File: src/hdl/amts_pkg.sv
package amts_pkg;

    // item function codes
    typedef enum logic [1:0] {
        FUNC_START = 2'd0,
        FUNC_WRITE = 2'd1,
        FUNC_QUERY = 2'd2
    } t_func;

    // configuration register indexes
    localparam int CFG_IDX_W  = 1;
    localparam int CFG_DATA_W = 7;
    localparam logic [CFG_IDX_W-1:0] CFG_REGION_W = 1'b0;
    localparam logic [CFG_IDX_W-1:0] CFG_REGION_H = 1'b1;

    // region size after reset
    localparam logic [CFG_DATA_W-1:0] REGION_RESET = 7'd64;

    // input word
    typedef struct packed {
        logic [1:0] func;
        logic [5:0] src_x;
        logic [5:0] src_y;
        logic       opaque;
        logic [6:0] query_x;
        logic [6:0] query_y;
    } t_in_word;

    // trimmed box as reported
    typedef struct packed {
        logic [6:0] box_x;
        logic [6:0] box_y;
        logic [6:0] box_w;
        logic [6:0] box_h;
    } t_box;

    // result word
    typedef struct packed {
        logic       solid;
        logic [6:0] box_x;
        logic [6:0] box_y;
        logic [6:0] box_w;
        logic [6:0] box_h;
    } t_out_word;

    // query decode carried alongside the memory read
    typedef struct packed {
        logic hit;    // query lands inside a non-empty box
        logic below;  // lower half with a row below inside the box
        logic right;  // right half with a column to the right inside the box
        logic left;   // left half with a column to the left inside the box
    } t_qry_ctl;

endpackage

File: src/hdl/amts_smooth.sv
module amts_smooth #(
    parameter int MAX_SIDE = 64,
    parameter int CW       = $clog2(MAX_SIDE)
) (
    input  logic                i_clk,
    input  logic                i_rst_n,
    input  logic                i_accept,
    input  logic [CW-1:0]       i_col,
    input  amts_pkg::t_qry_ctl  i_ctl,
    input  amts_pkg::t_box      i_box,
    input  logic [MAX_SIDE-1:0] i_row_a,
    input  logic [MAX_SIDE-1:0] i_row_b,
    input  logic                i_out_ready,
    output logic                o_in_ready,
    output logic                o_out_valid,
    output amts_pkg::t_out_word o_out_word
);
    import amts_pkg::*;

    logic          r_s1_valid;
    logic [CW-1:0] r_s1_col;
    t_qry_ctl      r_s1_ctl;
    t_box          r_s1_box;
    logic          r_o_valid;
    t_out_word     r_o_word;

    logic          out_free, advance, s, solid;
    logic [CW-1:0] xp, xm;

    assign out_free   = !r_o_valid || i_out_ready;
    assign advance    = r_s1_valid && out_free;
    assign o_in_ready = !r_s1_valid || out_free;

    // stage waiting for the row read
    always_ff @(posedge i_clk) begin
        if (!i_rst_n) begin
            r_s1_valid <= 1'b0;
        end else if (i_accept) begin
            r_s1_valid <= 1'b1;
        end else if (advance) begin
            r_s1_valid <= 1'b0;
        end
    end

    always_ff @(posedge i_clk) begin
        if (i_accept) begin
            r_s1_col <= i_col;
            r_s1_ctl <= i_ctl;
            r_s1_box <= i_box;
        end
    end

    // smoothing of an empty pixel from its neighbors
    assign xp = r_s1_col + CW'(1);
    assign xm = r_s1_col - CW'(1);

    always_comb begin
        s = i_row_a[r_s1_col];
        if (!s && r_s1_ctl.below && i_row_b[r_s1_col] &&
            ((r_s1_ctl.right && i_row_a[xp]) || (r_s1_ctl.left && i_row_a[xm]))) begin
            s = 1'b1;
        end
        solid = r_s1_ctl.hit && s;
    end

    // output register
    always_ff @(posedge i_clk) begin
        if (!i_rst_n) begin
            r_o_valid <= 1'b0;
        end else if (advance) begin
            r_o_valid <= 1'b1;
        end else if (i_out_ready) begin
            r_o_valid <= 1'b0;
        end
    end

    always_ff @(posedge i_clk) begin
        if (advance) begin
            r_o_word.solid <= solid;
            r_o_word.box_x <= r_s1_box.box_x;
            r_o_word.box_y <= r_s1_box.box_y;
            r_o_word.box_w <= r_s1_box.box_w;
            r_o_word.box_h <= r_s1_box.box_h;
        end
    end

    assign o_out_valid = r_o_valid;
    assign o_out_word  = r_o_word;

    // no word taken while both stages are full and the output stalls
    a_no_overrun: assert property (@(posedge i_clk) disable iff (!i_rst_n)
        (r_s1_valid && r_o_valid && !i_out_ready) |-> !i_accept)
        else $error("word taken into a full pipeline");

    // a solid result always comes with a non-empty box
    a_solid_box: assert property (@(posedge i_clk) disable iff (!i_rst_n)
        (r_o_valid && r_o_word.solid) |->
        ((r_o_word.box_w != '0) && (r_o_word.box_h != '0)))
        else $error("solid pixel reported with empty box");

endmodule

File: config.mk
export PLATFORM = sky130hd
export DESIGN_NAME = amts_smooth
export DESIGN_NICKNAME = d
export VERILOG_FILES = /design/src/hdl/amts_pkg.sv /design/src/hdl/amts_smooth.sv
export SDC_FILE = /design/constraint.sdc
export NUM_CORES = 1
export LEC_CHECK = 0
export CORE_ASPECT_RATIO = 1.25
export CORE_MARGIN = 10
export CORE_UTILIZATION = 58
export DETAILED_ROUTE_END_ITERATION = 10
export DONT_BUFFER_PORTS = 1
export GPL_ROUTABILITY_DRIVEN = 0
export PLACE_DENSITY = 0.76
export SLEW_MARGIN = 0
export SYNTH_ARGS = -nofsm -noshare
export SYNTH_HDL_FRONTEND = slang
export SYNTH_SLANG_ARGS = --single-unit
File: constraint.sdc
create_clock -name i_clk -period 3.24 [get_ports i_clk]
set_input_delay 0.648 -clock i_clk [delete_from_list [all_inputs] [get_ports i_clk]]
set_output_delay 0.648 -clock i_clk [all_outputs]
set_load 0.02 [all_outputs]
==> flow_summary.json, run 1 <==
{
  "antenna_found_initial": 2,
  "routedWlPerCell_um": 30.54,
  "totalWireLength_um": 11790,
  "ctsResizeCount": 0,
  "tns_ps": 0,
  "tritoncts": "built",
  "maxCapViolations": 0,
  "root_buffer": "clkbuf_8",
  "rows": 35,
  "ant_nets": 0,
  "arrival_ps": 2990,
  "peakVddDrop_v": 0.0005230,
  "worst_pin_slew_ps": 649.7,
  "clk_latency_ps": 340,
  "cts_setup_buffers": 0,
  "crit_type": "reg2reg",
  "core_area_um2": 7445,
  "via_per_inst": 7.329,
  "cts_buffer_depth": 2,
  "synth_top_area_share_pct": 45.18,
  "h-tree-depth": 3,
  "synth_edf_count": 67,
  "cts.sinks": 69,
  "die_h_um": 118.0,
  "syn2layout_area_growth_pct": 5.451,
  "fin_skew_ps": 11.13,
  "syn-cell-area_um2": 4453,
  "synth_fp_nets": 462,
  "portBuffers": 0,
  "synth_area_per_cell_um2": 15.36,
  "num_vias": 2829,
  "yosys.area.top_type": "edfxtp_1",
  "io_pins": 201,
  "run_status": "complete, no violations",
  "relSlewSlack_pct": 56.37,
  "overflow": 0,
  "grt_pass1_wl_um": 17750,
  "clkTransAtPathRegs_ps": 80,
  "highest_layer": "met4",
  "synth_cells": 290,
  "postSynth.asyncResetShare_pct": 0,
  "fin_crit_ps": 2897,
  "ys_seq_elements": 69,
  "die_area_um2": 11600,
  "max_freq_mhz": 345.2,
  "crit_fanout": 32,
  "finalCritPeriodShare_pct": 89.41,
  "required_ps": 3330,
  "hold_buffers": 0,
  "cp-end-kind": "flip-flop",
  "power.density_nw_per_um2": 482.7,
  "route.met3.wl_um": 1385,
  "cp-start-kind": "flip-flop",
  "synth_cell_types": 45,
  "hp-class": "in2reg",
  "drtPass1Iterations": 4,
  "initial_utilization_pct": 59.82,
  "rsz0062_at_grt": "no",
  "grt_max_degree": 75,
  "yosys_warnings": 0,
  "p_leak_nw": 1.581,
  "die_w_um": 98.37,
  "seq_area_frac_synth_pct": 46.08,
  "synth_common_cells": "edfxtp_1, mux4_2, mux2i_1",
  "drc": 0,
  "finalHoldViolCount": 0,
  "final_core_util_pct": 63.08,
  "track_usage_pct": 19.66,
  "synth_ff_type": "edfxtp_1",
  "drive_above_1_share_pct": 29.01,
  "dp_hpwl_um": 9565,
  "synthTopCellsByArea": "edfxtp_1, mux4_2, mux2i_1",
  "met1_length_um": 3850,
  "drt-initial-drc-count": 143,
  "final-setup-viol-count": 0,
  "grt_pass1_vias": 3030,
  "wl_met2_um": 6281,
  "fin_nets": 460,
  "slew_violations": 0,
  "cts_made_buffers": 9,
  "synth_most_common_cell": "edfxtp_1"
}
==> final cells by class <==
cell class,count,area (um2)
Antenna cell,1,2.502
Clock buffer,9,123.9
Clock inverter,7,62.56
Fill cell,565,2749
Inverter,6,22.52
Multi-Input combinational cell,192,2217
Sequential cell,69,2052
Tap cell,92,115.1
Timing Repair Buffer,10,100.1
==> critical path, cell delays in order (launching register included) <==
cell       delay, ps
edfxtp_1         410
inv_1            110
ha_1             330
buf_12           230
mux4_2           530
mux4_2           480
nor2b_1          150
o21ai_0          120
a32oi_1          200
o2bb2ai_1         90
==> routing by layer <==
metal | vias to the layer above | track usage [%]
li1 | 1231 | -
met1 | 1415 | 20.02
met2 | 165 | 33.78
met3 | 18 | 9.924
met4 | 0 | 6.553
met5 | - | 0
==> kinds of logic (layout without fill, tap and decap cells) <==
kind of cell	Yosys count	after routing	share of synthesized area (%)
multiplexers	89	89	34.98
flip-flops	69	69	46.08
AO/OA/AOI/OAI	47	47	7.615
AND/OR/NAND/NOR	46	46	5.002
buffers and inverters	29	32	4.186
XOR/XNOR	8	8	1.574
adder cells (fa/ha/maj)	2	2	0.5619
other	0	1	0
==> cells in the final DEF (no fill, tap or decap), types with 6 or more instances in the layout <==
cell type	instances
nor3_1	7
nor2_1	9
edfxtp_1	67
mux4_2	53
mux2i_1	33
nand2_1	14
xnor2_1	6
buf_4	8
o221ai_1	6
a21oi_1	9
clkbuf_8	9
o22ai_1	6
==> state kept, by name, indices dropped and copies added (netlist names) <==
register     cells
o_out_word      29
r_s1_box        28
r_s1_col         6
r_s1_ctl         4
o_out_valid      1
r_s1_valid       1
==> stage by stage <==
stage	hold WS, ps	instances	instance area (um2)	total power [mW]	setup WS [ps]
6_report	401.6	386	4696	2.267	343.0
4_1_cts	381.7	385	4693	2.293	377.7
3_5_place_dp	405.4	369	4507	1.661	401.4
3_3_place_gp	401.2	369	4507	1.649	477.8
2_1_floorplan	400.3	290	4453	1.575	57.58
5_1_grt	372.4	385	4693	2.372	242.5
==> report_power, final <==
group	switching, mW	internal, mW	total, mW
Combinational	0.241	0.292	0.533
Sequential	0.0562	1.05	1.11
Clock	0.333	0.293	0.626
Total	0.630	1.64	2.27
==> final timing paths <==
check             cells after the start  slack, ps        endpoint          from
setup / recovery                      9        340  o_out_word[28]   r_s1_col[0]
hold / removal                        0        400    r_s1_box[27]     i_box[27]
setup reg to reg                      9        340  o_out_word[28]   r_s1_col[0]
hold reg to reg                       0        410  o_out_word[24]  r_s1_box[24]
Power figures use the tool's default switching activity.
==> run 2: changes to the inputs <==
--- a/config.mk
+++ b/config.mk
@@ -12,6 +12,7 @@
 export DONT_BUFFER_PORTS = 1
 export GPL_ROUTABILITY_DRIVEN = 0
 export PLACE_DENSITY = 0.76
+export SETUP_SLACK_MARGIN = 0.5
 export SLEW_MARGIN = 0
 export SYNTH_ARGS = -nofsm -noshare
 export SYNTH_HDL_FRONTEND = slang
==> run 2 against run 1 <==
  * Sequential power about the same
  * Critical path depth unchanged
  * Worst setup slack improved by 230 ps
==> flow_summary.json, run 2 (synthesis results as in run 1) <==
{
  "rows": 35,
  "fin_skew_ps": 6.810,
  "antenna_found_initial": 0,
  "finalCritPeriodShare_pct": 82.32,
  "syn2layout_area_growth_pct": 11.04,
  "layout_common_cells": "edfxtp_1, mux4_2, mux2i_1",
  "grt_pass1_vias": 3022,
  "hp-class": "reg2reg",
  "cp-end-kind": "flip-flop",
  "maxCapViolations": 0,
  "core_area_um2": 7445,
  "grt_max_degree": 40,
  "fin_crit_ps": 2667,
  "track_usage_pct": 20.57,
  "die_h_um": 118.0,
  "die_area_um2": 11600,
  "clkTransAtPathRegs_ps": 70,
  "stdcell_count": 399,
  "hold_path.startpoint": "r_s1_box[8]",
  "routedWlPerCell_um": 31.34,
  "crit_fanout": 6,
  "final-setup-viol-count": 0,
  "layout_commonest_cell": "edfxtp_1",
  "cts_made_buffers": 9,
  "power.density_nw_per_um2": 491.2,
  "h-tree-depth": 3,
  "totalWireLength_um": 12510,
  "overflow": 0,
  "drive_above_1_share_pct": 33.55,
  "num_vias": 2885,
  "run_status": "complete, no violations",
  "place_ws_ps": 305.0,
  "cp_common_cell": "mux4_2",
  "tritoncts": "built",
  "hold_buffers": 0,
  "initial_utilization_pct": 59.82,
  "startpoint": "r_s1_col[0]",
  "cts.sinks": 69,
  "timing.rr.start": "r_s1_col[0]",
  "cp_slowest_cell": "mux4_2",
  "clk_latency_ps": 330,
  "fin_nets": 474,
  "drtPass1Iterations": 4,
  "crit_type": "reg2reg",
  "finalHoldViolCount": 0,
  "n_antenna_cell": 0,
  "die_w_um": 98.37,
  "dpl.cell_count": 369,
  "largest_reg_flops": 29,
  "peakVddDrop_v": 0.0006864,
  "crit_chain": "inv_4 > ha_4 > buf_6 > mux4_2 > mux4_2 > nor2b_1 > o21ai_1 > a32oi_2 > o2bb2ai_1",
  "path_buf_inv": 2,
  "portBuffers": 0,
  "p_leak_nw": 1.697,
  "tns_ps": 0,
  "slew_violations": 0,
  "max_freq_mhz": 374.9,
  "critical_path.max_stage_delay_ps": 500,
  "grt_pass1_wl_um": 18620,
  "ant_nets": 0,
  "relSlewSlack_pct": 56.89,
  "root_buffer": "clkbuf_8",
  "arrival_ps": 2740,
  "drc": 0,
  "worst_pin_slew_ps": 642.0,
  "rsz0062_at_grt": "no",
  "drt-initial-drc-count": 190,
  "critical-path-top-delay-family": "multiplexers",
  "required_ps": 3310,
  "io_pins": 201,
  "cts_buffer_depth": 2,
  "final.setup.worst_slack_ps": 572.9,
  "via_per_inst": 7.231,
  "cp-start-kind": "flip-flop",
  "dp_hpwl_um": 9540
}
## run 2: changes by cell type in the layout (fill, tap and decap cells not counted), moves of 2 or more
cell	before	now
clkbuf_1	0	2
clkinv_1	1	3
clkinv_4	2	0
buf_4	8	19
inv_6	3	0
buf_12	2	0
xnor2_1	6	4
bufinv_16	0	2
## run 2: metal layers
layer	vias up	wire, um	global-route usage (%)
li1	1255	-	-
met1	1420	4053	21.52
met2	182	6537	35.01
met3	28	1592	10.04
met4	0	322	6.732
met5	-	0	0
## run 2: final timing paths
check | to | slack (ps) | cells after the start
hold reg to reg | o_out_word[8] | 410 | 0
setup reg to reg | o_out_word[28] | 570 | 9
hold / removal | o_out_word[8] | 410 | 0
setup / recovery | o_out_word[28] | 570 | 9
## run 2: area by class of cell
type / instances / area [um2]
multi-input combinational: 192 / 2292
inverter: 6 / 25.02
tap: 92 / 115.1
fill: 545 / 2500
clock inverter: 5 / 75.07
sequential: 69 / 2052
clock buffer: 11 / 131.4
timing repair buffer: 24 / 254.0
## run 2: per-stage QoR
stage               cell area, um2  utilization, %  power (mW)  hold slack, ps
finish                        4945           66.42       2.429           412.8
floorplan                     4507               -       1.590           400.3
global route                  4945           66.42       2.523           392.5
CTS                           4805           64.54       2.405           392.7
detailed placement            4517           60.67       1.665           404.5
global placement              4517           60.67       1.653           400.8
## run 2: repair_timing
item,4_1_cts,5_1_grt
hold endpoints to repair,0,0
pin swaps,1,3
setup endpoints to repair,1,1
resized for setup,1,11
setup buffers,5,7
cloned,1,1
## run 2: where the power goes
group          internal [mW]  switching, mW  total, mW
sequential              1.05         0.0527       1.11
clock                  0.429          0.284      0.713
combinational          0.339          0.271      0.610
total                   1.82          0.609       2.43
==> run 3: changes to the inputs <==
--- a/config.mk
+++ b/config.mk
@@ -5,6 +5,7 @@
 export SDC_FILE = /design/constraint.sdc
 export NUM_CORES = 1
 export LEC_CHECK = 0
+export ABC_AREA = 1
 export CORE_ASPECT_RATIO = 1.25
 export CORE_MARGIN = 10
 export CORE_UTILIZATION = 58
==> constraint.sdc (replaced) <==
create_clock -name i_clk -period 2.3 [get_ports i_clk]
set_input_delay 0.46 -clock i_clk [delete_from_list [all_inputs] [get_ports i_clk]]
set_output_delay 0.46 -clock i_clk [all_outputs]
set_load 0.02 [all_outputs]
==> run 3 against run 2 <==
  * Critical path depth grew 5
  * Register-to-register slack lost 360 ps
  * Synthesized cell count grew 120%
  * Cell count grew 87%
  * First-iteration DRC count grew 140%
  * Worst setup slack lost 360 ps
  * Fmax grew 28%
  * Critical path type unchanged
  * Largest power group unchanged
==> flow_summary.json, run 3 <==
{
  "run_status": "complete, no violations",
  "p_int_mw": 2.467,
  "track_usage_pct": 24.38,
  "portBuffers": 0,
  "die_area_um2": 12130,
  "synth_cells": 639,
  "root_buffer": "clkbuf_8",
  "overflow": 0,
  "cts.sinks": 69,
  "maxCapViolations": 0,
  "synth_fp_nets": 811,
  "layout_common_cells": "nand2_1, nand3_1, edfxtp_1",
  "finalCritPeriodShare_pct": 90.81,
  "cp_slowest_cell": "edfxtp_1",
  "synth_top_area_share_pct": 42.81,
  "crit_type": "reg2reg",
  "combPwrFrac_pct": 30.9,
  "yosys.area.top_type": "edfxtp_1",
  "synth_common_cells": "nand2_1, nand3_1, edfxtp_1",
  "yosys_warnings": 0,
  "worst_r2r_path_depth": 14,
  "cts_made_buffers": 9,
  "drtPass1Iterations": 5,
  "hold-path-cell-count": 0,
  "final_area_um2": 5542,
  "crit_chain": "inv_2 > ha_4 > buf_12 > buf_16 > nand2_1 > nand3_1 > nand3_1 > nand2_1 > nand2_1 > nand3_1 > nand3_2 > nand2_1 > nand2_1 > a21oi_2",
  "core_area_um2": 7838,
  "synth_most_common_cell": "nand2_1",
  "ant_nets": 0,
  "routedWlPerCell_um": 21.43,
  "tritoncts": "built",
  "critical-path-top-delay-family": "simple AND/OR/NAND/NOR gates",
  "totalWireLength_um": 16010,
  "arrival_ps": 2190,
  "io_pins": 201,
  "drc": 0,
  "synth_edf_count": 67,
  "max_freq_mhz": 478.8,
  "synth_ff_type": "edfxtp_1",
  "drt-initial-drc-count": 449,
  "clk_latency_ps": 340,
  "ys_seq_elements": 69,
  "relSlewSlack_pct": 72.02,
  "h-tree-depth": 3,
  "synthTopCellsByArea": "edfxtp_1, nand2_1, nand3_1",
  "fin_crit_ps": 2089,
  "postSynth.asyncResetShare_pct": 0,
  "path_buf_inv": 3,
  "crit_fanout": 8,
  "num_vias": 4710,
  "seq_area_frac_synth_pct": 43.66,
  "n_antenna_cell": 0,
  "dp_hpwl_um": 11380,
  "slew_violations": 0,
  "cp-start-kind": "flip-flop",
  "cp-end-kind": "flip-flop",
  "worst_pin_slew_ps": 419.2,
  "dpl_cell_area_um2": 4791,
  "fin_skew_ps": 11.68,
  "multi_input_area_um2": 2474,
  "syn2layout_area_growth_pct": 17.92,
  "drive_above_1_share_pct": 13.80,
  "ff_latch_area_um2": 2052,
  "required_ps": 2400,
  "die_w_um": 100.5,
  "largest_reg_flops": 29,
  "hold_buffers": 0,
  "cts_buffer_depth": 2,
  "peakVddDrop_v": 0.0007486,
  "grt_pass1_wl_um": 23330,
  "grt_pass1_vias": 4401,
  "clkTransAtPathRegs_ps": 70,
  "power.density_nw_per_um2": 651.3,
  "fillers": 621,
  "worst-path-stages": 14,
  "p_leak_nw": 2.423,
  "grt_max_degree": 40,
  "die_h_um": 120.6,
  "layout_commonest_cell": "nand2_1",
  "p_sw_mw": 1.142,
  "fin_nets": 819,
  "finalHoldViolCount": 0,
  "antenna_found_initial": 1,
  "final-setup-viol-count": 0,
  "synth_area_per_cell_um2": 7.354,
  "synth_cell_types": 34,
  "critical_path.max_stage_delay_ps": 450,
  "via_per_inst": 6.305,
  "tns_ps": 0,
  "syn-cell-area_um2": 4700,
  "initial_utilization_pct": 59.96,
  "cp_common_cell": "nand2_1",
  "rows": 36,
  "hp-class": "in2reg",
  "rsz0062_at_grt": "yes",
  "power_frac_seq_pct": 43.1,
  "clock_power_share_pct": 26.0,
  "netSwitchingFraction_pct": 31.64
}
## run 3: logic make-up (layout without fill, tap and decap cells)
group | count (synthesis) | count (layout) | share of synthesized area (%)
buffers and inverters | 75 | 88 | 7.508
muxes | 2 | 2 | 0.4260
AOI/OAI and AO/OA | 50 | 50 | 6.390
and+or+nand+nor | 433 | 433 | 39.35
DFF | 69 | 69 | 43.66
adders and majority gates | 2 | 2 | 0.5324
xor gates and xnor gates | 8 | 8 | 2.130
## run 3: stage by stage
step / setup WS [ps] / total power [mW] / util [%] / hold slack, ps / instances
final: 211.3 / 3.609 / 70.71 / 211.6 / 747
after global routing: 81.98 / 3.789 / 70.71 / 182.0 / 747
after CTS: 296.9 / 3.513 / 68.25 / 191.1 / 742
after detailed placement: 80.56 / 2.422 / 61.13 / 404.5 / 711
after global placement: 91.17 / 2.405 / 61.13 / 400.9 / 711
after floorplan: 211.5 / 2.263 / - / 400.3 / 639
## run 3: power by group through the flow
stage	Sequential (mW)	Combinational (mW)	Clock [mW]
6_report	1.56	1.11	0.937
5_1_grt	1.56	1.21	1.02
3_5_place_dp	1.58	0.838	0
4_1_cts	1.56	0.989	0.967
3_3_place_gp	1.58	0.824	0
2_1_floorplan	1.56	0.700	0
## run 3: final timing paths
| kind | end | start | slack (ps) |
|---|---|---|---|
| worst min register to register | o_out_word[21] | r_s1_box[21] | 410 |
| worst min-delay path | r_s1_ctl[0] | i_ctl[0] | 210 |
| worst max register to register | o_out_word[28] | r_s1_col[0] | 210 |
| worst max-delay path | o_out_word[28] | r_s1_col[0] | 210 |
## run 3: routing by layer
metal / vias up / global-route usage, % / share of wire [%]
li1: 2170 / - / -
met1: 2068 / 26.49 / 33
met2: 382 / 38.12 / 45
met3: 88 / 12.14 / 17
met4: 2 / 12.92 / 6.0
met5: - / 0 / 0.062
## run 3: area by class of cell
cell class | instances | share of cell area (%)
multi-input combinational | 495 | 44.64
sequential | 69 | 37.03
timing repair buffer | 32 | 9.506
inverter | 39 | 2.913
clock buffer | 12 | 2.619
tap | 95 | 2.145
clock inverter | 4 | 0.8580
timing repair inverter | 1 | 0.2935
## run 3: worst register-to-register path, stage by stage (launching register included)
cell and delay (ps):
edfxtp_1 450, inv_2 150, ha_4 260, buf_12 150, buf_16 140, nand2_1 80, nand3_1 90, nand3_1 100
nand2_1 50, nand2_1 60, nand3_1 80, nand3_2 70, nand2_1 50, nand2_1 70, a21oi_2 60
## run 3: what timing repair did
action | CTS | global route
resized for setup | 17 | 27
pin swaps | 6 | 20
endpoints found under the setup margin | 1 | 1
cloned | 5 | 2
setup buffers | 10 | 3
