==> config.mk <==
export PLATFORM = sky130hd
export DESIGN_NAME = amts_box_track
export DESIGN_NICKNAME = d
export VERILOG_FILES = /design/src/hdl/amts_pkg.sv /design/src/hdl/amts_box_track.sv
export SDC_FILE = /design/constraint.sdc
export NUM_CORES = 1
export LEC_CHECK = 0
export ABC_AREA = 0
export BUFFER_PORTS_ARGS = -buffer_cell sky130_fd_sc_hd__buf_2
export CORE_MARGIN = 1.5
export CORE_UTILIZATION = 40
export DETAILED_ROUTE_END_ITERATION = 10
export SYNTH_ARGS = -nofsm -noshare
export SYNTH_HDL_FRONTEND = slang
export SYNTH_SLANG_ARGS = --single-unit
==> constraint.sdc <==
create_clock -name i_clk -period 7 [get_ports i_clk]
set_input_delay 0.7 -clock i_clk [delete_from_list [all_inputs] [get_ports i_clk]]
set_output_delay 0.7 -clock i_clk [all_outputs]
set_load 0.005 [all_outputs]
==> src/hdl/amts_pkg.sv <==
package amts_pkg;

    // item function codes
    typedef enum logic [1:0] {
        FUNC_START = 2'd0,
        FUNC_WRITE = 2'd1,
        FUNC_QUERY = 2'd2
    } t_func;

    // configuration register indexes
    localparam int CFG_IDX_W  = 1;
    localparam int CFG_DATA_W = 7;
    localparam logic [CFG_IDX_W-1:0] CFG_REGION_W = 1'b0;
    localparam logic [CFG_IDX_W-1:0] CFG_REGION_H = 1'b1;

    // region size after reset
    localparam logic [CFG_DATA_W-1:0] REGION_RESET = 7'd64;

    // input word
    typedef struct packed {
        logic [1:0] func;
        logic [5:0] src_x;
        logic [5:0] src_y;
        logic       opaque;
        logic [6:0] query_x;
        logic [6:0] query_y;
    } t_in_word;

    // trimmed box as reported
    typedef struct packed {
        logic [6:0] box_x;
        logic [6:0] box_y;
        logic [6:0] box_w;
        logic [6:0] box_h;
    } t_box;

    // result word
    typedef struct packed {
        logic       solid;
        logic [6:0] box_x;
        logic [6:0] box_y;
        logic [6:0] box_w;
        logic [6:0] box_h;
    } t_out_word;

    // query decode carried alongside the memory read
    typedef struct packed {
        logic hit;    // query lands inside a non-empty box
        logic below;  // lower half with a row below inside the box
        logic right;  // right half with a column to the right inside the box
        logic left;   // left half with a column to the left inside the box
    } t_qry_ctl;

endpackage

==> src/hdl/amts_box_track.sv <==
module amts_box_track #(
    parameter int MAX_SIDE = 64,
    parameter int CW       = $clog2(MAX_SIDE)
) (
    input  logic                               i_clk,
    input  logic                               i_rst_n,
    input  logic                               i_cfg_we,
    input  logic [amts_pkg::CFG_IDX_W-1:0]     i_cfg_idx,
    input  logic [amts_pkg::CFG_DATA_W-1:0]    i_cfg_data,
    input  logic                               i_accept,
    input  amts_pkg::t_in_word                 i_word,
    output logic                               o_wr_en,
    output logic [CW-1:0]                      o_wr_row,
    output logic [CW-1:0]                      o_wr_col,
    output logic                               o_wr_bit,
    output logic [CW-1:0]                      o_rd_row_a,
    output logic [CW-1:0]                      o_rd_row_b,
    output logic [CW-1:0]                      o_col,
    output amts_pkg::t_qry_ctl                 o_ctl,
    output amts_pkg::t_box                     o_box
);
    import amts_pkg::*;

    localparam int BW = $clog2(MAX_SIDE + 1);
    localparam int AW = ((BW > 7) ? BW : 7) + 1;

    logic [CFG_DATA_W-1:0] r_region_w;
    logic [CFG_DATA_W-1:0] r_region_h;
    logic [BW-1:0] r_min_col, r_max_col, r_min_row, r_max_row;
    logic [BW-1:0] n_min_col, n_max_col, n_min_row, n_max_row;
    logic          r_any, n_any;

    logic [AW-1:0] rw_c, rh_c, sx_w, sy_w, qx_w, qy_w;
    logic [AW-1:0] bx, by, bw, bh, x, y, y1;
    logic          wr_ok;
    t_func         func;

    // region registers
    always_ff @(posedge i_clk) begin
        if (!i_rst_n) begin
            r_region_w <= REGION_RESET;
            r_region_h <= REGION_RESET;
        end else if (i_cfg_we) begin
            case (i_cfg_idx)
                CFG_REGION_W: r_region_w <= i_cfg_data;
                CFG_REGION_H: r_region_h <= i_cfg_data;
                default: ;
            endcase
        end
    end

    // clamp region to between one and the store size
    always_comb begin
        if (r_region_w == '0) begin
            rw_c = AW'(1);
        end else if (AW'(r_region_w) > AW'(MAX_SIDE)) begin
            rw_c = AW'(MAX_SIDE);
        end else begin
            rw_c = AW'(r_region_w);
        end
        if (r_region_h == '0) begin
            rh_c = AW'(1);
        end else if (AW'(r_region_h) > AW'(MAX_SIDE)) begin
            rh_c = AW'(MAX_SIDE);
        end else begin
            rh_c = AW'(r_region_h);
        end
    end

    assign func  = t_func'(i_word.func);
    assign sx_w  = AW'(i_word.src_x);
    assign sy_w  = AW'(i_word.src_y);
    assign qx_w  = AW'(i_word.query_x);
    assign qy_w  = AW'(i_word.query_y);
    assign wr_ok = (func == FUNC_WRITE) && (sx_w < rw_c) && (sy_w < rh_c);

    // box update for the item on the input
    always_comb begin
        n_min_col = r_min_col;
        n_max_col = r_max_col;
        n_min_row = r_min_row;
        n_max_row = r_max_row;
        n_any     = r_any;
        case (func)
            FUNC_START: begin
                n_min_col = BW'(MAX_SIDE);
                n_max_col = '0;
                n_min_row = BW'(MAX_SIDE);
                n_max_row = '0;
                n_any     = 1'b0;
            end
            FUNC_WRITE: begin
                if (wr_ok && i_word.opaque) begin
                    if (sx_w < AW'(r_min_col)) n_min_col = sx_w[BW-1:0];
                    if (sx_w > AW'(r_max_col)) n_max_col = sx_w[BW-1:0];
                    if (sy_w < AW'(r_min_row)) n_min_row = sy_w[BW-1:0];
                    if (sy_w > AW'(r_max_row)) n_max_row = sy_w[BW-1:0];
                    n_any = 1'b1;
                end
            end
            default: ;
        endcase
    end

    always_ff @(posedge i_clk) begin
        if (!i_rst_n) begin
            r_min_col <= BW'(MAX_SIDE);
            r_max_col <= '0;
            r_min_row <= BW'(MAX_SIDE);
            r_max_row <= '0;
            r_any     <= 1'b0;
        end else if (i_accept) begin
            r_min_col <= n_min_col;
            r_max_col <= n_max_col;
            r_min_row <= n_min_row;
            r_max_row <= n_max_row;
            r_any     <= n_any;
        end
    end

    // box after this item
    assign bx = n_any ? AW'(n_min_col) : '0;
    assign by = n_any ? AW'(n_min_row) : '0;
    assign bw = n_any ? (AW'(n_max_col) - AW'(n_min_col) + AW'(1)) : '0;
    assign bh = n_any ? (AW'(n_max_row) - AW'(n_min_row) + AW'(1)) : '0;

    assign o_box.box_x = bx[6:0];
    assign o_box.box_y = by[6:0];
    assign o_box.box_w = bw[6:0];
    assign o_box.box_h = bh[6:0];

    // query decode in doubled coordinates
    always_comb begin
        o_ctl.hit   = (func == FUNC_QUERY) && n_any && (qx_w < (bw << 1)) &&
                      (qy_w < (bh << 1));
        o_ctl.below = qy_w[0] && (qy_w < ((bh << 1) - AW'(1)));
        o_ctl.right = qx_w[0] && (qx_w < ((bw << 1) - AW'(1)));
        o_ctl.left  = !qx_w[0] && (qx_w != '0);
    end

    assign x  = bx + (qx_w >> 1);
    assign y  = by + (qy_w >> 1);
    assign y1 = y + AW'(1);

    assign o_col      = x[CW-1:0];
    assign o_rd_row_a = o_ctl.hit ? y[CW-1:0] : '0;
    assign o_rd_row_b = (o_ctl.hit && o_ctl.below) ? y1[CW-1:0] : o_rd_row_a;

    // store write for writes inside the region
    assign o_wr_en  = i_accept && wr_ok;
    assign o_wr_row = sy_w[CW-1:0];
    assign o_wr_col = sx_w[CW-1:0];
    assign o_wr_bit = i_word.opaque;

    // a non-empty box never has its bounds crossed
    a_box_order: assert property (@(posedge i_clk) disable iff (!i_rst_n)
        r_any |-> (r_min_col <= r_max_col) && (r_min_row <= r_max_row))
        else $error("box bounds crossed");

    // a write outside the region leaves the box alone
    a_region_guard: assert property (@(posedge i_clk) disable iff (!i_rst_n)
        (i_accept && (func == FUNC_WRITE) && !wr_ok) |=>
        ($stable(r_min_col) && $stable(r_max_col) && $stable(r_min_row) &&
         $stable(r_max_row) && $stable(r_any)))
        else $error("write outside region changed box");

endmodule

==> results of run 1 <==
[synth_stat cells (11+ instances only)]
| master | instances |
|---|---|
| sky130_fd_sc_hd__ha_1 | 91 |
| sky130_fd_sc_hd__nor2_1 | 68 |
| sky130_fd_sc_hd__inv_1 | 60 |
| sky130_fd_sc_hd__a21oi_1 | 43 |
| sky130_fd_sc_hd__dfxtp_1 | 43 |
| sky130_fd_sc_hd__nand2_1 | 35 |
| sky130_fd_sc_hd__a22o_1 | 22 |
| sky130_fd_sc_hd__nand2b_1 | 20 |
| sky130_fd_sc_hd__o21ai_0 | 19 |
| sky130_fd_sc_hd__xnor2_1 | 19 |
| sky130_fd_sc_hd__a211oi_1 | 17 |
| sky130_fd_sc_hd__a21o_1 | 14 |
| sky130_fd_sc_hd__mux2i_1 | 14 |
| sky130_fd_sc_hd__nand3_1 | 14 |
| sky130_fd_sc_hd__buf_4 | 13 |
| sky130_fd_sc_hd__o21a_1 | 13 |
| sky130_fd_sc_hd__clkbuf_1 | 11 |
[final timing paths]
path                      start            end  slack [ns]  cells after the start
setup / recovery     i_word[24]  o_rd_row_a[1]        0.35                     26
hold / removal    r_region_h[0]  r_region_h[0]        0.48                      2
setup reg to reg  r_region_h[6]   r_max_col[1]        4.00                     12
hold reg to reg   r_region_h[0]  r_region_h[0]        0.48                      2
[area by class of cell]
class,count,area [um^2],share of cell area
multi-input cells,493,3790,0.647
flip-flops and latches,43,862,0.147
clock inverters,1,7.51,0.00128
well taps,168,210,0.0359
clock buffers,7,153,0.0261
inverters,61,229,0.0391
repair buffers,115,603,0.103
[placed cells by master, fill, tap and decap left out, types with 3 or more instances in the layout]
cell	count
sky130_fd_sc_hd__a211oi_1	16
sky130_fd_sc_hd__a21o_1	14
sky130_fd_sc_hd__a21oi_1	43
sky130_fd_sc_hd__a22o_1	22
sky130_fd_sc_hd__a311o_1	3
sky130_fd_sc_hd__and2_1	10
sky130_fd_sc_hd__and3_1	7
sky130_fd_sc_hd__buf_2	104
sky130_fd_sc_hd__buf_4	11
sky130_fd_sc_hd__clkbuf_16	5
sky130_fd_sc_hd__dfxtp_1	42
sky130_fd_sc_hd__fa_1	4
sky130_fd_sc_hd__ha_1	91
sky130_fd_sc_hd__inv_1	60
sky130_fd_sc_hd__mux2i_1	14
sky130_fd_sc_hd__nand2_1	34
sky130_fd_sc_hd__nand2b_1	18
sky130_fd_sc_hd__nand3_1	14
sky130_fd_sc_hd__nor2_1	66
sky130_fd_sc_hd__nor2b_1	10
sky130_fd_sc_hd__nor3_1	8
sky130_fd_sc_hd__o21a_1	13
sky130_fd_sc_hd__o21ai_0	18
sky130_fd_sc_hd__o21ai_1	3
sky130_fd_sc_hd__o21bai_1	4
sky130_fd_sc_hd__xnor2_1	19
sky130_fd_sc_hd__xor2_1	9
[state kept, by name, summed over array words and instances, names as in the netlist]
name        count
r_region_h      7
r_max_row       7
r_region_w      7
r_max_col       7
r_any           1
r_min_row       7
r_min_col       7
[worst register-to-register path, stage by stage, from the launching register on]
cell and delay, ns:
sky130_fd_sc_hd__dfxtp_1 0.36, sky130_fd_sc_hd__nand2b_1 0.18, sky130_fd_sc_hd__ha_1 0.30, sky130_fd_sc_hd__a211oi_2 0.18, sky130_fd_sc_hd__nand2_1 0.10, sky130_fd_sc_hd__o21ai_0 0.30, sky130_fd_sc_hd__o211ai_2 0.14, sky130_fd_sc_hd__buf_4 0.20
sky130_fd_sc_hd__a311o_1 0.38, sky130_fd_sc_hd__a21oi_4 0.12, sky130_fd_sc_hd__nand2b_1 0.15, sky130_fd_sc_hd__a21oi_1 0.21, sky130_fd_sc_hd__a22o_1 0.26
[layer usage]
layer	global-route usage	vias up	part of all wire
li1	-	2386	-
met1	0.276	2235	0.47
met2	0.335	97	0.47
met3	0.0295	19	0.041
met4	0.0601	0	0.020
met5	0	-	0
[what timing repair did]
item,in CTS,in global routing
setup endpoints to repair,0,14
hold buffers,0,0
buffers inserted,0,1
gates resized for setup,0,11
[per-stage QoR]
step | worst slack [ns] | cells | util | instance area (um^2)
floorplan | 0.791 | 627 | - | 5010
global placement | 0.163 | 878 | 0.465 | 5640
detailed placement | 0.0903 | 878 | 0.465 | 5640
CTS | 0.0678 | 886 | 0.479 | 5800
global route | 0.00441 | 888 | 0.483 | 5850
finish | 0.355 | 888 | 0.483 | 5850
[report_power, final]
part           switching [mW]  internal, mW
registers             0.00866         0.255
logic                   0.218         0.171
clock network          0.0972         0.152
[logic make-up after synthesis]
logic type                 count (synthesis)  share of synthesized area
buffers and inverters                     92                     0.0812
xor gates and xnor gates                  30                     0.0567
and+or+nand+nor                          192                      0.191
AOI/OAI and AO/OA                        159                      0.224
DFF                                       43                      0.172
adders and majority gates                 95                      0.243
muxes                                     16                     0.0325
==> impl_results.html, run 1 <==
<table>
<tr><th>Metric</th><th>Value</th></tr>
<tr><th colspan="2">Worst setup path</th></tr>
<tr><td>Cell with the largest stage delay on the worst path</td><td>sky130_fd_sc_hd__a311o_2</td></tr>
<tr><td>Crit-path most repeated cell</td><td>sky130_fd_sc_hd__ha_1</td></tr>
<tr><td>Crit. End Element</td><td>output port</td></tr>
<tr><td>Maximum net fanout on the critical path</td><td>12</td></tr>
<tr><td>Worst EP arrival</td><td>5.95 ns</td></tr>
<tr><td>Delay of the slowest critical-path stage</td><td>0.46 ns</td></tr>
<tr><td>Setup CP Type</td><td>in -&gt; out</td></tr>
<tr><td>Sum of buffers and inverters on the critical path</td><td>4</td></tr>
<tr><td>CP startpoint kind</td><td>input pin</td></tr>
<tr><td>Crit path max-delay family</td><td>compound AO/OA/AOI/OAI gates</td></tr>
<tr><td>Worst endpoint required time</td><td>6.30 ns</td></tr>
<tr><th colspan="2">Global route</th></tr>
<tr><td>Maximum number of pins on one net before global-route repair</td><td>33</td></tr>
<tr><td>Vias in the first global route</td><td>4483</td></tr>
<tr><td>GRT Resource Usage Total</td><td>0.203</td></tr>
<tr><td>Total gr overflow</td><td>0</td></tr>
<tr><td>Number of antenna violations at the first check in global routing</td><td>0</td></tr>
<tr><td>Global-route wire length before repair</td><td>21800 um</td></tr>
<tr><th colspan="2">Timing</th></tr>
<tr><td>Final critical delay including setup and external delays</td><td>6.65 ns</td></tr>
<tr><td>Transition time of the tightest slew-check pin</td><td>about 0.9 ns</td></tr>
<tr><td>Fin Hold WS</td><td>0.478 ns</td></tr>
<tr><td>Final-report setup violation count</td><td>0</td></tr>
<tr><td>F_max</td><td>0.150 GHz</td></tr>
<tr><td>Worst clock skew</td><td>0.00454 ns</td></tr>
<tr><td>Setup repair after global routing missed its margin</td><td>yes</td></tr>
<tr><td>Accumulated negative setup slack</td><td>0 ns</td></tr>
<tr><td>Max transition margin</td><td>0.410</td></tr>
<tr><td>Final Cycle Share</td><td>0.949</td></tr>
<tr><td>Final Slew Violations</td><td>0</td></tr>
<tr><td>Final-report hold violation count</td><td>0</td></tr>
<tr><th colspan="2">Yosys</th></tr>
<tr><td>Warnings, synthesis</td><td>0</td></tr>
<tr><td>Top_reg_cell synth</td><td>sky130_fd_sc_hd__dfxtp_1</td></tr>
<tr><td>Cell type with the largest total area after synthesis</td><td>sky130_fd_sc_hd__ha_1</td></tr>
<tr><td>Portion of synthesized cell area occupied by the leading cell type</td><td>0.227</td></tr>
<tr><td>Post-synthesis instance area</td><td>5010 um^2</td></tr>
<tr><td>Synth Register Bits</td><td>43</td></tr>
<tr><td>Number of enable-type register cells in the synthesized netlist</td><td>0</td></tr>
<tr><td>Avg Inst Size Synth</td><td>7.99 um^2</td></tr>
<tr><td>Sequential fraction of the synthesis area</td><td>0.172</td></tr>
<tr><td>Synth Net Count</td><td>763</td></tr>
<tr><td>Distinct cell type count after synthesis</td><td>64</td></tr>
<tr><td>Post-Syn Instances</td><td>627</td></tr>
<tr><td>Post-synthesis async set-or-reset flop share</td><td>0</td></tr>
<tr><td>Cell types occupying the most area after synthesis</td><td>sky130_fd_sc_hd__ha_1, sky130_fd_sc_hd__dfxtp_1, sky130_fd_sc_hd__nor2_1</td></tr>
<tr><th colspan="2">Cells and area</th></tr>
<tr><td>Layout Nets</td><td>855</td></tr>
<tr><td>Layout overhead on the synthesized area</td><td>16.9%</td></tr>
<tr><td>Fill count</td><td>roughly 1200</td></tr>
<tr><td>Diodes inserted</td><td>0</td></tr>
<tr><td>Fraction of layout instances using a drive strength above 1</td><td>0.208</td></tr>
<tr><th colspan="2">Route</th></tr>
<tr><td>Number of DRC markers in iteration 0</td><td>between 200 and 250</td></tr>
<tr><td>DRC errors left</td><td>0</td></tr>
<tr><td>Detailed-router iteration count before antenna repair</td><td>4</td></tr>
<tr><td>Total via count in the routed design</td><td>4737</td></tr>
<tr><td>Mean number of vias per cell</td><td>5.33</td></tr>
<tr><td>Remaining number of nets flagged by the antenna check after routing</td><td>0</td></tr>
<tr><td>Per-cell routed wire length</td><td>15.3 um</td></tr>
<tr><td>Overall routed net length</td><td>around 14000 um</td></tr>
<tr><th colspan="2">CTS</th></tr>
<tr><td>Worst-Skew Late Latency</td><td>0.29 ns</td></tr>
<tr><td>TritonCTS clock tree</td><td>built</td></tr>
<tr><td>Longest Clk Path Bufs</td><td>2</td></tr>
<tr><td>Number of buffers created by CTS</td><td>5</td></tr>
<tr><td>Htree depth</td><td>2</td></tr>
<tr><td>CTS sink cnt</td><td>43</td></tr>
<tr><td>Clock Tree Root</td><td>sky130_fd_sc_hd__clkbuf_16</td></tr>
<tr><td>Clock-pin slew on the worst setup and hold paths</td><td>0.06 ns</td></tr>
<tr><th colspan="2">Power</th></tr>
<tr><td>Max VDD drop</td><td>0.0889 mV</td></tr>
<tr><td>Reported leakage power</td><td>slightly below 3 nW</td></tr>
<tr><td>Pwr per Cell Area</td><td>154 nW/um^2</td></tr>
<tr><td>Overall power consumption</td><td>0.902 mW</td></tr>
<tr><th colspan="2">Run status</th></tr>
<tr><td>Status</td><td>finished clean</td></tr>
<tr><th colspan="2">Flow run</th></tr>
<tr><td>Number of max-cap violations</td><td>0</td></tr>
<tr><th colspan="2">Floorplanning</th></tr>
<tr><td>Placeable core area</td><td>12100 um^2</td></tr>
<tr><td>Die Footprint</td><td>13200 um^2</td></tr>
<tr><td>Die extent in x</td><td>115 um</td></tr>
<tr><td>I/O pin cnt</td><td>105</td></tr>
<tr><td>Cell Rows</td><td>40</td></tr>
<tr><td>Die height</td><td>115 um</td></tr>
<tr><td>Initial cell density of the core</td><td>0.413</td></tr>
<tr><th colspan="2">Place</th></tr>
<tr><td>Routability cong.</td><td>0.894</td></tr>
<tr><td>HPWL after detailed placement</td><td>10900 um</td></tr>
<tr><td>Port Buffer Count</td><td>approximately 100</td></tr>
<tr><th colspan="2">Min path</th></tr>
<tr><td>Worst Hold Class</td><td>reg -&gt; reg</td></tr>
</table>
(Power assumes the default switching activity.)
==> inputs of run 2 (changes only) <==
--- a/config.mk
+++ b/config.mk
@@ -8,8 +8,9 @@
 export ABC_AREA = 0
 export BUFFER_PORTS_ARGS = -buffer_cell sky130_fd_sc_hd__buf_2
 export CORE_MARGIN = 1.5
-export CORE_UTILIZATION = 40
+export CORE_UTILIZATION = 57
 export DETAILED_ROUTE_END_ITERATION = 10
+export PLACE_DENSITY = 0.83
 export SYNTH_ARGS = -nofsm -noshare
 export SYNTH_HDL_FRONTEND = slang
 export SYNTH_SLANG_ARGS = --single-unit
==> constraint.sdc (replaced) <==
create_clock -name i_clk -period 6.5 [get_ports i_clk]
set_input_delay 0.325 -clock i_clk [delete_from_list [all_inputs] [get_ports i_clk]]
set_output_delay 0.325 -clock i_clk [all_outputs]
set_load 0.005 [all_outputs]
==> impl_results.html, run 2 (same netlist as run 1, synthesis figures left out) <==
<table>
<tr><th>Metric</th><th>Value</th></tr>
<tr><th colspan="2">Timing</th></tr>
<tr><td>Final critical delay including setup and external delays</td><td>6.22 ns</td></tr>
<tr><td>Final Slew Violations</td><td>0 (unchanged)</td></tr>
<tr><td>Final critical-path setup slack</td><td>0.279 ns (was 0.355 ns)</td></tr>
<tr><td>Final Cycle Share</td><td>0.957</td></tr>
<tr><td>Transition time of the tightest slew-check pin</td><td>0.805 ns (was 0.879 ns)</td></tr>
<tr><td>Max transition margin</td><td>0.460 (was 0.410)</td></tr>
<tr><td>Final-report setup violation count</td><td>0 (unchanged)</td></tr>
<tr><td>Worst clock skew</td><td>0.0150 ns (was 0.00454 ns)</td></tr>
<tr><td>F_max</td><td>approximately 0.16 GHz</td></tr>
<tr><td>Final-report hold violation count</td><td>0 (unchanged)</td></tr>
<tr><th colspan="2">CTS</th></tr>
<tr><td>Worst-Skew Late Latency</td><td>0.31 ns (was 0.29 ns)</td></tr>
<tr><td>Longest Clk Path Bufs</td><td>2 (unchanged)</td></tr>
<tr><td>Clock-pin slew on the worst setup and hold paths</td><td>0.09 ns (was 0.06 ns)</td></tr>
<tr><td>Clock Tree Root</td><td>sky130_fd_sc_hd__clkbuf_8 (was sky130_fd_sc_hd__clkbuf_16)</td></tr>
<tr><td>Number of buffers created by CTS</td><td>5 (unchanged)</td></tr>
<tr><td>TritonCTS clock tree</td><td>built (unchanged)</td></tr>
<tr><td>Htree depth</td><td>2 (unchanged)</td></tr>
<tr><td>CTS sink cnt</td><td>43 (unchanged)</td></tr>
<tr><th colspan="2">Global route</th></tr>
<tr><td>Number of antenna violations at the first check in global routing</td><td>0 (unchanged)</td></tr>
<tr><td>Global-route wire length before repair</td><td>21000 um (was 21800 um)</td></tr>
<tr><td>Maximum number of pins on one net before global-route repair</td><td>33 (unchanged)</td></tr>
<tr><td>Total gr overflow</td><td>0 (unchanged)</td></tr>
<tr><td>Vias in the first global route</td><td>4536 (was 4483)</td></tr>
<tr><td>GRT Resource Usage Total</td><td>0.265 (was 0.203)</td></tr>
<tr><th colspan="2">Floorplanning</th></tr>
<tr><td>Die extent in x</td><td>96.7 um (was 115 um)</td></tr>
<tr><td>Die Footprint</td><td>9360 um^2 (was 13200 um^2)</td></tr>
<tr><td>Cell Rows</td><td>34 (was 40)</td></tr>
<tr><td>Initial cell density of the core</td><td>0.580 (was 0.413)</td></tr>
<tr><td>Die height</td><td>96.7 um (was 115 um)</td></tr>
<tr><td>I/O pin cnt</td><td>105 (unchanged)</td></tr>
<tr><td>Placeable core area</td><td>8640 um^2 (was 12100 um^2)</td></tr>
<tr><th colspan="2">Route</th></tr>
<tr><td>Mean number of vias per cell</td><td>5.87 (was 5.33)</td></tr>
<tr><td>Detailed-router iteration count before antenna repair</td><td>5 (was 4)</td></tr>
<tr><td>DRC errors left</td><td>0 (unchanged)</td></tr>
<tr><td>Overall routed net length</td><td>13100 um (was 13600 um)</td></tr>
<tr><td>Number of DRC markers in iteration 0</td><td>249 (was 215)</td></tr>
<tr><td>Remaining number of nets flagged by the antenna check after routing</td><td>0 (unchanged)</td></tr>
<tr><td>Total via count in the routed design</td><td>4845 (was 4737)</td></tr>
<tr><td>Per-cell routed wire length</td><td>15.9 um (was 15.3 um)</td></tr>
<tr><th colspan="2">Power</th></tr>
<tr><td>Reported leakage power</td><td>2.87 nW (was 2.89 nW)</td></tr>
<tr><td>Overall power consumption</td><td>0.935 mW (was 0.902 mW)</td></tr>
<tr><td>Max VDD drop</td><td>0.102 mV (was 0.0889 mV)</td></tr>
<tr><td>Pwr per Cell Area</td><td>162 nW/um^2 (was 154 nW/um^2)</td></tr>
<tr><th colspan="2">Worst setup path</th></tr>
<tr><td>Setup CP Type</td><td>reg -&gt; out (was in -&gt; out)</td></tr>
<tr><td>Crit path max-delay family</td><td>compound AO/OA/AOI/OAI gates (unchanged)</td></tr>
<tr><td>Crit-path most repeated cell</td><td>sky130_fd_sc_hd__ha_1 (unchanged)</td></tr>
<tr><td>Sum of buffers and inverters on the critical path</td><td>3 (was 4)</td></tr>
<tr><td>CP startpoint kind</td><td>flop (was input pin)</td></tr>
<tr><td>Maximum net fanout on the critical path</td><td>12 (unchanged)</td></tr>
<tr><td>Delay of the slowest critical-path stage</td><td>0.44 ns (was 0.46 ns)</td></tr>
<tr><td>Worst EP arrival</td><td>5.90 ns (was 5.95 ns)</td></tr>
<tr><td>Worst endpoint required time</td><td>6.17 ns (was 6.30 ns)</td></tr>
<tr><td>Cell with the largest stage delay on the worst path</td><td>sky130_fd_sc_hd__a311o_2 (unchanged)</td></tr>
<tr><td>Crit. End Element</td><td>output port (unchanged)</td></tr>
<tr><th colspan="2">Place</th></tr>
<tr><td>Routability cong.</td><td>0.941 (was 0.894)</td></tr>
<tr><td>Worst slack at placement</td><td>0.248 ns (was 0.0903 ns)</td></tr>
<tr><td>HPWL after detailed placement</td><td>10100 um (was 10900 um)</td></tr>
<tr><td>Placed inst area</td><td>5520 um^2 (was 5640 um^2)</td></tr>
<tr><td>Number of placed instances, taps included</td><td>812 (was 878)</td></tr>
<tr><td>Port Buffer Count</td><td>104 (unchanged)</td></tr>
<tr><th colspan="2">Run status</th></tr>
<tr><td>Status</td><td>finished clean (unchanged)</td></tr>
<tr><th colspan="2">Cells and area</th></tr>
<tr><td>Number of standard cells in the layout, taps in and fillers out</td><td>825 (was 888)</td></tr>
<tr><td>Layout Nets</td><td>852 (was 855)</td></tr>
<tr><td>Fill count</td><td>745 (was 1247)</td></tr>
<tr><td>Layout overhead on the synthesized area</td><td>15.3% (was 16.9%)</td></tr>
<tr><td>Design area</td><td>5770 um^2 (was 5850 um^2)</td></tr>
<tr><td>Commonest non-fill, non-tap cells in the layout</td><td>sky130_fd_sc_hd__buf_2, sky130_fd_sc_hd__ha_1, sky130_fd_sc_hd__nor2_1 (unchanged)</td></tr>
<tr><td>Fraction of layout instances using a drive strength above 1</td><td>0.215 (was 0.208)</td></tr>
<tr><td>Commonest non-fill, non-tap cell in the layout</td><td>sky130_fd_sc_hd__buf_2 (unchanged)</td></tr>
<tr><td>Core occupancy in the finished layout</td><td>0.668 (was 0.483)</td></tr>
<tr><td>Diodes inserted</td><td>0 (unchanged)</td></tr>
<tr><th colspan="2">Min path</th></tr>
<tr><td>Worst Hold Class</td><td>in -&gt; reg (was reg -&gt; reg)</td></tr>
<tr><th colspan="2">Flow run</th></tr>
<tr><td>Number of max-cap violations</td><td>0 (unchanged)</td></tr>
</table>
-- run 2: stage by stage --
step	hold slack (ns)	TNS, ns
floorplan	0.387	0
global placement	0.457	0
detailed placement	0.455	0
CTS	0.255	0
global route	0.269	-0.182
finish	0.266	0
-- run 2: layout make-up --
type	count	area [um^2]	share of cell area
multi-input combinational	493	3850	0.667
inverter	61	229	0.0397
timing repair buffer	112	581	0.101
sequential	43	862	0.149
clock buffer	5	68.8	0.0119
tap	108	135	0.0234
clock inverter	3	46.3	0.00802
-- run 2: routing by layer --
layer / wire (um) / track usage
met5: 0 / 0
met4: 259 / 0.0725
met3: 607 / 0.0303
met2: 6610 / 0.463
met1: 5630 / 0.346
-- run 2: path summary, 6_finish.rpt --
kind | slack [ns] | startpoint | cells after the start | endpoint
max | 0.28 | r_region_w[6] | 26 | o_rd_row_a[1]
min | 0.27 | i_cfg_data[6] | 3 | r_region_w[6]
max reg2reg | 3.47 | r_region_w[6] | 12 | r_max_col[5]
min reg2reg | 0.47 | r_region_h[0] | 2 | r_region_h[0]
-- run 2: worst register-to-register path, stage by stage, from the launching register on --
cell	delay, ns
sky130_fd_sc_hd__dfxtp_2	0.37
sky130_fd_sc_hd__nand2b_1	0.15
sky130_fd_sc_hd__ha_1	0.30
sky130_fd_sc_hd__a211oi_2	0.22
sky130_fd_sc_hd__o211ai_1	0.13
sky130_fd_sc_hd__o22ai_2	0.24
sky130_fd_sc_hd__o211ai_2	0.14
sky130_fd_sc_hd__buf_4	0.21
sky130_fd_sc_hd__a311o_1	0.38
sky130_fd_sc_hd__a21oi_4	0.18
sky130_fd_sc_hd__nand2b_4	0.17
sky130_fd_sc_hd__a21oi_1	0.18
sky130_fd_sc_hd__a22o_1	0.25
-- run 2: repair_timing --
item / 4_1_cts / 5_1_grt
hold buffers: 0 / 0
cloned: 0 / 1
resized for setup: 2 / 21
endpoints found under the hold margin: 0 / 0
endpoints found under the setup margin: 4 / 15
setup buffers: 0 / 4
pin swaps: 0 / 6
-- run 2: report_power, final --
| group | switching (mW) | internal (mW) | leakage, nW |
|---|---|---|---|
| registers | 0.00927 | 0.275 | 0.351 |
| clock network | 0.104 | 0.116 | 0.0548 |
| logic | 0.242 | 0.189 | 2.46 |
==> inputs of run 3 (changes only) <==
--- a/config.mk
+++ b/config.mk
@@ -5,12 +5,13 @@
 export SDC_FILE = /design/constraint.sdc
 export NUM_CORES = 1
 export LEC_CHECK = 0
-export ABC_AREA = 0
+export ABC_AREA = 1
 export BUFFER_PORTS_ARGS = -buffer_cell sky130_fd_sc_hd__buf_2
 export CORE_MARGIN = 1.5
 export CORE_UTILIZATION = 57
 export DETAILED_ROUTE_END_ITERATION = 10
-export PLACE_DENSITY = 0.83
+export PLACE_DENSITY = 0.82
+export SLEW_MARGIN = 20
 export SYNTH_ARGS = -nofsm -noshare
 export SYNTH_HDL_FRONTEND = slang
 export SYNTH_SLANG_ARGS = --single-unit
==> impl_results.html, run 3 <==
<table>
<tr><th>Metric</th><th>Value</th></tr>
<tr><th colspan="2">Yosys</th></tr>
<tr><td>Fraction of the mapped netlist area in compound gates</td><td>0.202 (was 0.224)</td></tr>
<tr><td>Cell type with the largest total area after synthesis</td><td>sky130_fd_sc_hd__ha_1 (unchanged)</td></tr>
<tr><td>Warnings, synthesis</td><td>0 (unchanged)</td></tr>
<tr><td>Cell types occupying the most area after synthesis</td><td>sky130_fd_sc_hd__ha_1, sky130_fd_sc_hd__dfxtp_1, sky130_fd_sc_hd__inv_1 (was sky130_fd_sc_hd__ha_1, sky130_fd_sc_hd__dfxtp_1, sky130_fd_sc_hd__nor2_1)</td></tr>
<tr><td>Top_reg_cell synth</td><td>sky130_fd_sc_hd__dfxtp_1 (unchanged)</td></tr>
<tr><td>Post-synthesis async set-or-reset flop share</td><td>0 (unchanged)</td></tr>
<tr><td>Post-synthesis instance area</td><td>5410 um^2 (was 5010 um^2)</td></tr>
<tr><td>Avg Inst Size Synth</td><td>6.75 um^2 (was 7.99 um^2)</td></tr>
<tr><td>Post-Syn Instances</td><td>802 (was 627)</td></tr>
<tr><td>Portion of synthesized cell area occupied by the leading cell type</td><td>0.210 (was 0.227)</td></tr>
<tr><td>Synth Register Bits</td><td>43 (unchanged)</td></tr>
<tr><td>Sequential fraction of the synthesis area</td><td>0.159 (was 0.172)</td></tr>
<tr><td>Simple-Gate Fraction of Synth Area</td><td>0.230 (was 0.191)</td></tr>
<tr><td>Cell types with the highest counts after synthesis</td><td>sky130_fd_sc_hd__inv_1, sky130_fd_sc_hd__nand2_1, sky130_fd_sc_hd__ha_1 (was sky130_fd_sc_hd__ha_1, sky130_fd_sc_hd__nor2_1, sky130_fd_sc_hd__inv_1)</td></tr>
<tr><td>Mux contribution to synthesized area</td><td>0 (was 0.0325)</td></tr>
<tr><td>Distinct cell type count after synthesis</td><td>45 (was 64)</td></tr>
<tr><td>Post-synthesis share of cell area spent on xor and xnor gates</td><td>0.0372 (was 0.0567)</td></tr>
<tr><td>Number of enable-type register cells in the synthesized netlist</td><td>0 (unchanged)</td></tr>
<tr><td>Combinational family with the most area after synthesis</td><td>simple AND/OR/NAND/NOR gates (was adder cells)</td></tr>
<tr><td>Most numerous cell in the Yosys netlist</td><td>sky130_fd_sc_hd__inv_1 (was sky130_fd_sc_hd__ha_1)</td></tr>
<tr><td>Post-synthesis share of cell area spent on full adders, half adders and majority gates</td><td>0.225 (was 0.243)</td></tr>
<tr><td>Synth Net Count</td><td>938 (was 763)</td></tr>
<tr><th colspan="2">Worst setup path</th></tr>
<tr><td>Maximum net fanout on the critical path</td><td>29 (was 12)</td></tr>
<tr><td>Worst endpoint required time</td><td>6.17 ns (about the same)</td></tr>
<tr><td>Crit. End Element</td><td>output port (unchanged)</td></tr>
<tr><td>Start of the worst register-to-register path</td><td>r_region_w[2] (was r_region_w[6])</td></tr>
<tr><td>Worst EP arrival</td><td>5.60 ns (was 5.90 ns)</td></tr>
<tr><td>Delay of the slowest critical-path stage</td><td>0.50 ns (was 0.44 ns)</td></tr>
<tr><td>Setup CP Type</td><td>reg -&gt; out (unchanged)</td></tr>
<tr><td>CP startpoint kind</td><td>flop (unchanged)</td></tr>
<tr><td>Source of the critical timing path</td><td>r_region_w[2] (was r_region_w[6])</td></tr>
<tr><td>Cell with the largest stage delay on the worst path</td><td>sky130_fd_sc_hd__fa_1 (was sky130_fd_sc_hd__a311o_2)</td></tr>
<tr><td>Crit-path most repeated cell</td><td>sky130_fd_sc_hd__inv_1 (was sky130_fd_sc_hd__ha_1)</td></tr>
<tr><th colspan="2">Min path</th></tr>
<tr><td>Worst Hold Class</td><td>in -&gt; reg (unchanged)</td></tr>
<tr><td>Critical hold path startpoint</td><td>i_cfg_data[5] (was i_cfg_data[6])</td></tr>
<tr><th colspan="2">Cells and area</th></tr>
<tr><td>Fraction of layout instances using a drive strength above 1</td><td>0.172 (was 0.215)</td></tr>
<tr><td>Diodes inserted</td><td>0 (unchanged)</td></tr>
<tr><td>Layout Nets</td><td>1017 (was 852)</td></tr>
<tr><td>Commonest non-fill, non-tap cells in the layout</td><td>sky130_fd_sc_hd__inv_1, sky130_fd_sc_hd__nand2_1, sky130_fd_sc_hd__buf_2 (was sky130_fd_sc_hd__buf_2, sky130_fd_sc_hd__ha_1, sky130_fd_sc_hd__nor2_1)</td></tr>
<tr><td>Design area</td><td>6020 um^2 (was 5770 um^2)</td></tr>
<tr><td>Commonest non-fill, non-tap cell in the layout</td><td>sky130_fd_sc_hd__inv_1 (was sky130_fd_sc_hd__buf_2)</td></tr>
<tr><td>Layout overhead on the synthesized area</td><td>11.3% (was 15.3%)</td></tr>
<tr><td>Number of standard cells in the layout, taps in and fillers out</td><td>1011 (was 825)</td></tr>
<tr><th colspan="2">Timing</th></tr>
<tr><td>Fin Hold WS</td><td>0.273 ns (was 0.266 ns)</td></tr>
<tr><td>Setup repair after global routing missed its margin</td><td>no</td></tr>
<tr><td>Accumulated negative setup slack</td><td>0 ns (unchanged)</td></tr>
<tr><td>F_max</td><td>0.169 GHz (was 0.161 GHz)</td></tr>
<tr><td>Worst clock skew</td><td>0.0117 ns (was 0.0150 ns)</td></tr>
<tr><td>Final-report hold violation count</td><td>0 (unchanged)</td></tr>
<tr><td>Final critical delay including setup and external delays</td><td>5.92 ns (was 6.22 ns)</td></tr>
<tr><td>Final-report setup violation count</td><td>0 (unchanged)</td></tr>
<tr><td>Transition time of the tightest slew-check pin</td><td>0.793 ns (was 0.805 ns)</td></tr>
<tr><td>Final Slew Violations</td><td>0 (unchanged)</td></tr>
<tr><td>Max transition margin</td><td>0.467 (was 0.460)</td></tr>
<tr><td>Final Cycle Share</td><td>0.911 (was 0.957)</td></tr>
<tr><th colspan="2">CTS</th></tr>
<tr><td>Worst-Skew Late Latency</td><td>0.30 ns (was 0.31 ns)</td></tr>
<tr><td>Htree depth</td><td>2 (unchanged)</td></tr>
<tr><td>Number of buffers created by CTS</td><td>5 (unchanged)</td></tr>
<tr><td>Longest Clk Path Bufs</td><td>2 (unchanged)</td></tr>
<tr><td>Clock-pin slew on the worst setup and hold paths</td><td>0.08 ns (was 0.09 ns)</td></tr>
<tr><td>CTS sink cnt</td><td>43 (unchanged)</td></tr>
<tr><td>TritonCTS clock tree</td><td>built (unchanged)</td></tr>
<tr><td>Clock Tree Root</td><td>sky130_fd_sc_hd__clkbuf_8 (unchanged)</td></tr>
<tr><th colspan="2">Route</th></tr>
<tr><td>Number of DRC markers in iteration 0</td><td>355 (was 249)</td></tr>
<tr><td>Overall routed net length</td><td>12800 um (was 13100 um)</td></tr>
<tr><td>Mean number of vias per cell</td><td>5.31 (was 5.87)</td></tr>
<tr><td>Remaining number of nets flagged by the antenna check after routing</td><td>0 (unchanged)</td></tr>
<tr><td>Detailed-router iteration count before antenna repair</td><td>5 (unchanged)</td></tr>
<tr><td>DRC errors left</td><td>0 (unchanged)</td></tr>
<tr><td>Total via count in the routed design</td><td>5373 (was 4845)</td></tr>
<tr><td>Per-cell routed wire length</td><td>12.6 um (was 15.9 um)</td></tr>
<tr><th colspan="2">Global route</th></tr>
<tr><td>Met1 GRT Util</td><td>0.335 (was 0.346)</td></tr>
<tr><td>Total gr overflow</td><td>0 (unchanged)</td></tr>
<tr><td>Maximum number of pins on one net before global-route repair</td><td>43 (was 33)</td></tr>
<tr><td>Vias in the first global route</td><td>4839 (was 4536)</td></tr>
<tr><td>GRT Resource Usage Total</td><td>0.256 (was 0.265)</td></tr>
<tr><td>Number of antenna violations at the first check in global routing</td><td>0 (unchanged)</td></tr>
<tr><td>Global Route met3 Usage</td><td>0.0258 (was 0.0303)</td></tr>
<tr><td>Met2 track utilization from global routing</td><td>0.456 (was 0.463)</td></tr>
<tr><td>Global-route wire length before repair</td><td>21400 um (was 21000 um)</td></tr>
<tr><td>Most heavily used metal layer in global routing</td><td>met2 (unchanged)</td></tr>
<tr><th colspan="2">Power</th></tr>
<tr><td>Portion of total power attributed to sequential cells</td><td>0.309 (was 0.304)</td></tr>
<tr><td>Sw Share</td><td>0.409 (was 0.380)</td></tr>
<tr><td>Share of total power in combinational logic</td><td>0.488 (was 0.462)</td></tr>
<tr><td>Pwr per Cell Area</td><td>156 nW/um^2 (was 162 nW/um^2)</td></tr>
<tr><td>Overall power consumption</td><td>0.942 mW (was 0.935 mW)</td></tr>
<tr><td>Net switching power</td><td>0.385 mW (was 0.355 mW)</td></tr>
<tr><td>Max VDD drop</td><td>0.150 mV (was 0.102 mV)</td></tr>
<tr><td>Clock group share of total power</td><td>0.203 (was 0.235)</td></tr>
<tr><td>Internal power component</td><td>0.557 mW (was 0.580 mW)</td></tr>
<tr><td>Reported leakage power</td><td>3.39 nW (was 2.87 nW)</td></tr>
<tr><th colspan="2">Floorplanning</th></tr>
<tr><td>Cell Rows</td><td>35 (was 34)</td></tr>
<tr><td>Initial cell density of the core</td><td>0.586 (was 0.580)</td></tr>
<tr><td>Die Footprint</td><td>10100 um^2 (was 9360 um^2)</td></tr>
<tr><td>Placeable core area</td><td>9240 um^2 (was 8640 um^2)</td></tr>
<tr><td>Die extent in x</td><td>100 um (was 96.7 um)</td></tr>
<tr><td>I/O pin cnt</td><td>105 (unchanged)</td></tr>
<tr><td>Die height</td><td>100 um (was 96.7 um)</td></tr>
<tr><th colspan="2">Place</th></tr>
<tr><td>Routability cong.</td><td>0.879 (was 0.941)</td></tr>
<tr><td>Number of placed instances, taps included</td><td>1003 (was 812)</td></tr>
<tr><td>Placed inst area</td><td>5920 um^2 (was 5520 um^2)</td></tr>
<tr><td>HPWL after detailed placement</td><td>10300 um (was 10100 um)</td></tr>
<tr><td>Port Buffer Count</td><td>104 (unchanged)</td></tr>
<tr><th colspan="2">Flow run</th></tr>
<tr><td>Number of max-cap violations</td><td>0 (unchanged)</td></tr>
<tr><th colspan="2">Run status</th></tr>
<tr><td>Status</td><td>finished clean (unchanged)</td></tr>
</table>
[run 3: changes by cell type after synthesis, moves of 11 or more]
| cell | before | now |
|---|---|---|
| sky130_fd_sc_hd__inv_1 | 60 | 158 |
| sky130_fd_sc_hd__nand2_1 | 35 | 109 |
| sky130_fd_sc_hd__o21ai_0 | 19 | 66 |
| sky130_fd_sc_hd__a22o_1 | 22 | 0 |
| sky130_fd_sc_hd__nand2b_1 | 20 | 0 |
| sky130_fd_sc_hd__o211ai_1 | 1 | 19 |
| sky130_fd_sc_hd__a211oi_1 | 17 | 1 |
| sky130_fd_sc_hd__mux2i_1 | 14 | 0 |
| sky130_fd_sc_hd__xnor2_1 | 19 | 5 |
| sky130_fd_sc_hd__a21oi_1 | 43 | 54 |
[run 3: path summary, 6_finish.rpt]
path / endpoint / cells after the start / slack [ns]
max: o_rd_row_b[4] / 33 / 0.58
min reg2reg: r_region_w[0] / 2 / 0.48
min: r_region_w[5] / 3 / 0.27
max reg2reg: r_min_row[2] / 17 / 3.67
[run 3: area by class of cell]
| cell class | instances | area [um^2] |
|---|---|---|
| flip-flops and latches | 43 | 861 |
| clock buffers | 8 | 100 |
| multi-input cells | 565 | 3760 |
| inverters | 160 | 602 |
| repair buffers | 106 | 536 |
| fillers | 882 | 3220 |
| well taps | 129 | 161 |
[run 3: critical path: cells and delay by family, from the launching register on]
family	cells	cell delay [ns]
buffers and inverters	7	0.57
XOR/XNOR	1	0.16
AND/OR/NAND/NOR	14	1.83
flip-flops	1	0.33
adder cells (fa/ha/maj)	5	1.56
AO/OA/AOI/OAI	6	0.84
[run 3: power by group through the flow]
stage	combinational [mW]	sequential, mW	clock, mW
after floorplan	0.348	0.294	0
after global placement	0.445	0.297	0
after detailed placement	0.456	0.297	0
after CTS	0.460	0.291	0.193
after global routing	0.530	0.293	0.204
final	0.460	0.291	0.191
[run 3: what timing repair did]
| action | CTS | global route |
|---|---|---|
| setup buffers | 0 | 0 |
| resized for setup | 0 | 1 |
| setup endpoints to repair | 0 | 6 |
| hold buffers | 0 | 0 |
| hold endpoints to repair | 0 | 0 |
[run 3: cells by family (layout without fill, tap and decap cells)]
group,Yosys count,in the layout
XOR/XNOR,23,23
buffers and inverters,194,274
adder cells (fa/ha/maj),95,95
AND/OR/NAND/NOR,260,260
AO/OA/AOI/OAI,187,187
flip-flops,43,43
[run 3: metal layers]
metal  wire length (um)  vias up
met2               6150      146
met4                133        0
met1               5970     2416
li1                   -     2791
met5                  0        -
met3                514       20
[run 3: per-stage QoR]
stage	setup WS, ns	utilization
floorplan	1.48	-
global placement	0.964	0.640
detailed placement	0.891	0.640
CTS	0.537	0.651
global route	0.0166	0.652
finish	0.576	0.652
